## src/hw/rtl/vcrm_pkg.sv

```systemverilog
// Shared types, constants and lane state encoding for the voxel column ray marcher.
`default_nettype none
package vcrm_pkg;

  localparam int DEPTH_STEPS_DEF = 128;
  localparam int RAY_COLUMNS_DEF = 128;
  localparam int RAY_ROWS_DEF    = 128;
  localparam int NUM_LANES       = 3;

  localparam logic [2:0] MODE_CAST1  = 3'd0;
  localparam logic [2:0] MODE_CAST2  = 3'd1;
  localparam logic [2:0] MODE_CAST3  = 3'd2;
  localparam logic [2:0] MODE_LD_MAP = 3'd3;
  localparam logic [2:0] MODE_LD_RX  = 3'd4;
  localparam logic [2:0] MODE_LD_RY  = 3'd5;

  localparam logic [7:0] CFG_SKY_COLOR   = 8'd0;
  localparam logic [7:0] CFG_DEPTH_SHIFT = 8'd1;

  typedef enum logic [2:0] {
    L_IDLE,
    L_MOD,
    L_TAB,
    L_MAP,
    L_CMP
  } lane_state_t;

  typedef enum logic [0:0] {
    T_IDLE,
    T_RUN
  } top_state_t;

  // Cast request handed to one lane.
  typedef struct packed {
    logic [7:0] col;
    logic [6:0] row;
    logic [7:0] pos_x;
    logic [7:0] pos_y;
    logic [7:0] eye;
    logic [7:0] start;
    logic [7:0] limit;
    logic [2:0] shift;
  } lane_cmd_t;

  // Table write broadcast to every lane.
  typedef struct packed {
    logic        map_we;
    logic        rx_we;
    logic        ry_we;
    logic [15:0] idx;
    logic [15:0] val;
  } lane_wr_t;

  // What a lane found.
  typedef struct packed {
    logic       done;
    logic       hit;
    logic [7:0] colour;
    logic [7:0] depth;
  } lane_res_t;

endpackage
`default_nettype wire

```

## src/hw/rtl/vcrm_merge.sv

```systemverilog
// Merge stage: sky shading, per-column colour choice and packing of the pixel words.
`default_nettype none
module vcrm_merge (
  input  wire                   [2:0] mode,
  input  wire                   [7:0] sky_color,
  input  wire                   [7:0] eye,
  input  wire                   [6:0] row,
  input  wire                   [7:0] start_a,
  input  wire                   [7:0] start_b,
  input  wire                   [7:0] start_c,
  input  vcrm_pkg::lane_res_t         res_a,
  input  vcrm_pkg::lane_res_t         res_b,
  input  vcrm_pkg::lane_res_t         res_c,
  output logic                 [15:0] word_a,
  output logic                 [15:0] word_b,
  output logic                  [7:0] dout_a,
  output logic                  [7:0] dout_b,
  output logic                  [7:0] dout_c,
  output logic                  [7:0] final_d
);
  import vcrm_pkg::*;

  logic [7:0] sky, c0, c1, c2;

  function automatic logic [15:0] pack(input logic [7:0] hi, input logic [7:0] mid,
                                       input logic [7:0] lo);
    pack = (16'(hi) << 10) + (16'(mid) << 5) + 16'(lo);
  endfunction

  always_comb begin
    sky = sky_color - {5'b0, eye[7:5]} - {4'b0, row[6:3]};
    c0  = res_a.hit ? res_a.colour : sky;
    c1  = res_b.hit ? res_b.colour : sky;
    c2  = res_c.hit ? res_c.colour : sky;
    dout_a = start_a;
    dout_b = start_b;
    dout_c = start_c;
    unique case (mode)
      MODE_CAST1: begin
        word_a  = pack(c0, c0, c0);
        word_b  = word_a;
        final_d = res_a.depth;
        if (res_a.hit) dout_a = res_a.depth;
      end
      MODE_CAST2: begin
        word_a  = pack(c0, c0, c0);
        word_b  = pack(c1, c1, c1);
        final_d = res_b.depth;
        if (res_a.hit) dout_a = res_a.depth;
        if (res_b.hit) dout_b = res_b.depth;
      end
      default: begin
        word_a  = pack(c0, c0, c1);
        word_b  = pack(c1, c2, c2);
        final_d = res_c.depth;
        if (res_a.hit) dout_a = res_a.depth;
        if (res_b.hit) dout_b = res_b.depth;
        if (res_c.hit) dout_c = res_c.depth;
      end
    endcase
  end

endmodule
`default_nettype wire
```

## config.mk

```make
export PLATFORM = sky130hd
export DESIGN_NAME = vcrm_merge
export DESIGN_NICKNAME = d
export VERILOG_FILES = /design/src/hw/rtl/vcrm_pkg.sv /design/src/hw/rtl/vcrm_merge.sv
export SDC_FILE = /design/constraint.sdc
export NUM_CORES = 1
export LEC_CHECK = 0
export BUFFER_PORTS_ARGS = -buffer_cell sky130_fd_sc_hd__buf_2
export CAP_MARGIN = 20
export CORE_ASPECT_RATIO = 1.25
export CORE_MARGIN = 4
export CORE_UTILIZATION = 50
export DETAILED_ROUTE_END_ITERATION = 16
export PLACE_DENSITY = 0.91
export SLEW_MARGIN = 0
export SYNTH_ARGS = -nofsm -noshare
export SYNTH_HDL_FRONTEND = slang
export SYNTH_SLANG_ARGS = --single-unit
```

## constraint.sdc

```tcl
create_clock -name vclk -period 7.1
set_input_delay 0.355 -clock vclk [all_inputs]
set_output_delay 0.355 -clock vclk [all_outputs]
set_load 0.02 [all_outputs]
```

==> metrics.txt, run 1 <==
crit end category=primary output; busiest grt layer=met2; Crit path required time=6740 ps; Mean Syn Cell Area=7.30 um2; vias=3539; total power=0.000668 W; largest net degree at the start of global routing=38; largest area contributor in the netlist=mux2_2; Final Cycle Share=0.690; I/O Buffers=157; clock buffers=0; YS warnings=0; synthesized instance count=374; synth top area cells=mux2_2 (14%), ha_1 (11%), mux2i_1 (8.8%); WL per Instance=18.3 um; Die Y-Extent=90.6 um; postcts setup bufs=0; pwr/cell area=190 mW/mm2; sequential cell count=0; GRT met3 Usage=0.0234; slowest CP cell=xor2_1; power share of the combinational group=1.000; area of the multi-input gates=0.00258 mm2; leakage power=1.80 nW; met2 usage=0.578; Setup Total Neg Slack=0 ps; Starting Density=0.526; drt drc=0; detailed placer's ending HPWL=8.80 mm; max-slew violations=0; Die ar.=0.00671 mm2; Layout Nets=647; share of cells above drive strength 1=0.393; Worst Hold Slack=1060 ps; worst-margin pin slew=933 ps; DRT Pass-1 Iters=6; Hold Crit Class=in -> out; Crit path largest cell delay=640 ps; final setup fails=0; Pint=0.000252 W; Synth Net Count=508; WP data arrival=4540 ps; overall routing resource usage=0.298; Rel. slew slack=0.373; # IOs=168; Fin. Hold Viols=0; global-route wire length before repair=16.1 mm; Final Critical Period=4900 ps; Storage cell area=0 um2; outcome=completed; met1 usage=0.322; routed vias/inst=6.17; post-cts sizing count=0; Chip Width=74.1 um; Reg power frac=0; fillers=465; clock power share=0; Syn Std Cell Area=0.00273 mm2; crit-path max FO=7; initial antenna violation count=1; Routed Antenna Nets=0; Sw Share=0.623; area grow syn2layout=29.2%; Yosys cell types=53; maximum vdd drop=0.000122 V; RD Place Congestion=0.914; Seq/Total Area, Yosys=0; Crit Path Class=in -> out; core area=0.00519 mm2; Max Fclk=0.204 GHz; Rows=29; critical path cell sequence=buf_2 > fa_1 > inv_1 > ha_1 > o21a_1 > o211ai_1 > a211oi_1 > a211oi_1 > ha_1 > fa_1 > xor2_1 > nand2_1 > nor2_1 > a211o_1 > o311ai_1 > mux2i_1 > buf_2; worst path bufs/invs=3; MaxCap Viol Count=0; GRT Residual Overflow=0; Worst Setup Start Kind=input pin; Top delay family on crit path=compound AO/OA/AOI/OAI gates; Detailed Route WL=10.5 mm; hold_buf cts=0; Synth top cells by count=nand2_1 (43), mux2_2 (34), nor2_1 (27); top-count cell post-synth=nand2_1; vias in the first global route=3450; Yosys top cell area share=0.140; DRT iter0 DRCs=167; RSZ-0062 raised after global routing=no; Net Sw Power=0.000416 W
kinds of logic after synthesis:
logic type,after synthesis,share of synthesized area
adder cells (fa/ha/maj),30,0.157
AO/OA/AOI/OAI,100,0.251
AND/OR/NAND/NOR,116,0.205
buffers and inverters,40,0.0555
multiplexers,58,0.228
XOR/XNOR,30,0.103
cell type report:
| type | instances | area share |
|---|---|---|
| well taps | 62 | 0.0220 |
| repair buffers | 158 | 0.225 |
| inverters | 19 | 0.0202 |
| diodes | 1 | 0.000710 |
| multi-input cells | 334 | 0.732 |
metrics by stage:
stage | cells | setup WS, ps | area (um2) | util
2_1_floorplan | 374 | 2670 | 2730 | -
3_3_place_gp | 573 | 2300 | 3520 | 0.679
3_5_place_dp | 573 | 2270 | 3520 | 0.679
4_1_cts | 573 | 2260 | 3520 | 0.679
5_1_grt | 574 | 1840 | 3520 | 0.679
6_report | 574 | 2200 | 3520 | 0.679
power groups by stage:
stage | combinational, W | clock [W] | sequential [W]
floorplan | 0.000468 | 0 | 0
global placement | 0.000647 | 0 | 0
detailed placement | 0.000662 | 0 | 0
CTS | 0.000664 | 0 | 0
global route | 0.000723 | 0.0000000000188 | 0
finish | 0.000668 | 0.0000000000188 | 0
cell usage in the layout (no fill, tap or decap), types with 4 or more instances in the layout:
| cell type | n |
|---|---|
| mux2i_1 | 24 |
| ha_1 | 23 |
| o21ai_0 | 24 |
| a21oi_1 | 21 |
| nand2b_1 | 5 |
| xor2_1 | 16 |
| buf_2 | 157 |
| nor3_1 | 7 |
| and3_1 | 4 |
| xnor2_1 | 13 |
| nor2_1 | 26 |
| nand3_1 | 9 |
| a21o_1 | 11 |
| mux2_2 | 34 |
| o211ai_1 | 6 |
| fa_1 | 7 |
| o21ai_1 | 5 |
| o21a_1 | 4 |
| nand2_1 | 43 |
| inv_1 | 19 |
routing by layer:
layer	routed length, um	share of wire
met1	3620	0.34
met2	5560	0.53
met3	936	0.089
met4	393	0.037
met5	0	0
path summary, 6_finish.rpt:
kind | startpoint | endpoint | slack [ps] | cells after the start
max | sky_color[0] | word_b[13] | 2200 | 17
min | start_b[6] | dout_b[6] | 1060 | 3
No activity file was read; power rests on OpenSTA's default activity.
==> run 2: changes to the inputs <==
- ABC_AREA: default -> 1
- CORE_UTILIZATION: 50 -> 41
- PLACE_DENSITY: 0.91 -> 0.81
- clock period: 7.1 -> 4.35 ns (I/O delays scaled with it)
==> run 2 against run 1 <==
Cell count is 28% higher. Worst setup slack worse by 1900 ps. Synthesized area is 2.9% lower. Non-clock buffer count is 4 higher. Utilization is 11 points lower. Synthesized cell count is 34% higher. Count of clock-buffer cells in the layout stayed put. Critical path depth is 4 higher. Routed wire length is 1.7% higher. Combinational power is 41% higher. Cell area is 0.32% higher. First-iteration DRC count is 26% higher. Critical path type unchanged. Largest power group unchanged.
==> metrics.txt, run 2 <==
Yosys top cell area share=0.235 (+0.0949); GRT Residual Overflow=0 (unchanged); global-route wire length before repair=17.0 mm (+5.7%); detailed placer's ending HPWL=8.99 mm (+2.1%); Worst Setup Start Kind=input pin; most frequent cells in the layout=nand2_1 (166), buf_2 (157), inv_1 (76), nand3_1 (55), o21ai_0 (54); area of the multi-input gates=0.00230 mm2 (-11%); Final Cycle Share=0.928; Max Fclk=0.248 GHz; overall routing resource usage=0.263 (-0.0351); Setup Total Neg Slack=0 ps (unchanged); Fin. Hold Viols=0 (unchanged); DRT iter0 DRCs=210 (+26%); crit end category=primary output; Chip Width=79.9 um (+7.9%); fillers=657 (+41%); crit-path max FO=6 (-1); Die ar.=0.00782 mm2 (+17%); vias=3870 (+9.4%); hold_buf cts=0 (unchanged); Rows=32 (+10%); maximum vdd drop=0.000109 V (-11%); core area=0.00621 mm2 (+20%); # IOs=168 (unchanged); largest area contributor in the netlist=nand2_1; Routed Antenna Nets=0 (unchanged); RD Place Congestion=0.938 (+2.7%); Storage cell area=0 um2 (unchanged); initial antenna violation count=1 (unchanged); drt drc=0 (unchanged); MaxCap Viol Count=0 (unchanged); WP data arrival=3820 ps (-720 ps); Rel. slew slack=0.574 (+0.201); final setup fails=0 (unchanged); vias in the first global route=3750 (+8.7%); Seq/Total Area, Yosys=0 (unchanged); Crit Path Class=in -> out; largest net degree at the start of global routing=34 (-11%); pwr/cell area=266 mW/mm2 (+40%); Final Critical Period=4040 ps; ant diodes=0 (-1); CP Launch Point=sky_color[2]; area grow syn2layout=33.5%; synthesized instance count=501 (+34%); share of cells above drive strength 1=0.296 (-0.0971); clock buffers=0 (unchanged); outcome=completed; YS warnings=0 (unchanged); Final Non-Filler Cells=733 (+28%); Syn Std Cell Area=0.00265 mm2 (-2.9%); Mean Syn Cell Area=5.29 um2 (-28%); Layout Nets=784 (+21%); most common cell after layout, fill and taps aside=nand2_1; Die Y-Extent=97.9 um (+8.0%); I/O Buffers=157 (unchanged); placed cells=733 (+28%); Hold Crit Class=in -> out; routed vias/inst=5.28 (-14%); Crit path required time=4130 ps (-2610 ps); Starting Density=0.427 (-0.0991); Hold Crit Start=start_a[1]; Detailed Route WL=10.7 mm (+1.7%); top-count cell post-synth=nand2_1; Synth top cells by count=nand2_1 (166), inv_1 (76), o21ai_0 (56); worst-margin pin slew=637 ps (-296 ps); Synth Net Count=635 (+25%); total power=0.000939 W (+41%); sequential cell count=0 (unchanged); max-slew violations=0 (unchanged); RSZ-0062 raised after global routing=no; Yosys cell types=37 (-30%); leakage power=2.11 nW (+18%); WL per Instance=14.6 um (-20%); DRT Pass-1 Iters=5 (-1); synth top area cells=nand2_1 (24%), ha_1 (11%), inv_1 (11%)
[run 2: final timing paths]
check	to	depth (start not counted)
min	dout_a[1]	4
max	word_a[15]	21
[run 2: cells by family after synthesis]
| group | after synthesis | synth area share |
|---|---|---|
| AO/OA/AOI/OAI | 97 | 0.221 |
| XOR/XNOR | 9 | 0.0298 |
| adder cells (fa/ha/maj) | 30 | 0.162 |
| buffers and inverters | 96 | 0.139 |
| AND/OR/NAND/NOR | 269 | 0.449 |
[run 2: per-stage QoR]
stage | util | hold WS (ps) | instance area, um2 | worst slack (ps)
final | 0.570 | 746 | 3540 | 314
after floorplan | - | 601 | 2650 | 793
after global routing | 0.570 | 770 | 3540 | 2.04
after global placement | 0.566 | 741 | 3510 | 275
after CTS | 0.566 | 747 | 3510 | 180
after detailed placement | 0.566 | 744 | 3510 | 207
[run 2: worst max-delay path: stages]
cell	delay (ps)
buf_2	110
fa_1	530
ha_2	320
a21oi_2	170
o21ai_0	110
nand2_1	90
nand3_1	120
nand3_1	120
nand2_1	130
ha_1	240
fa_1	430
xor2_2	230
inv_1	120
nor2_1	150
nand3_1	130
nor2_1	120
nand2_1	100
nand3_1	90
nand3_1	70
nand2_1	70
buf_2	160
[run 2: metal layers]
metal | track usage | routed length, um
met5 | 0 | 18
met4 | 0.0975 | 427
met3 | 0.0360 | 857
met2 | 0.455 | 5060
met1 | 0.327 | 4330
[run 2: final cells by class]
type                       count  share of cell area
timing repair buffer         162               0.233
multi-input combinational    405               0.651
tap                           85              0.0301
inverter                      81              0.0860
[run 2: timing repair]
action / 4_1_cts / 5_1_grt
gates resized for setup: 0 / 6
setup endpoints to repair: 0 / 5
setup buffers: 0 / 0
[run 2: power by group]
group | switching [W] | internal (W)
Clock | 0 | 0
Combinational | 0.000621 | 0.000319
Sequential | 0 | 0
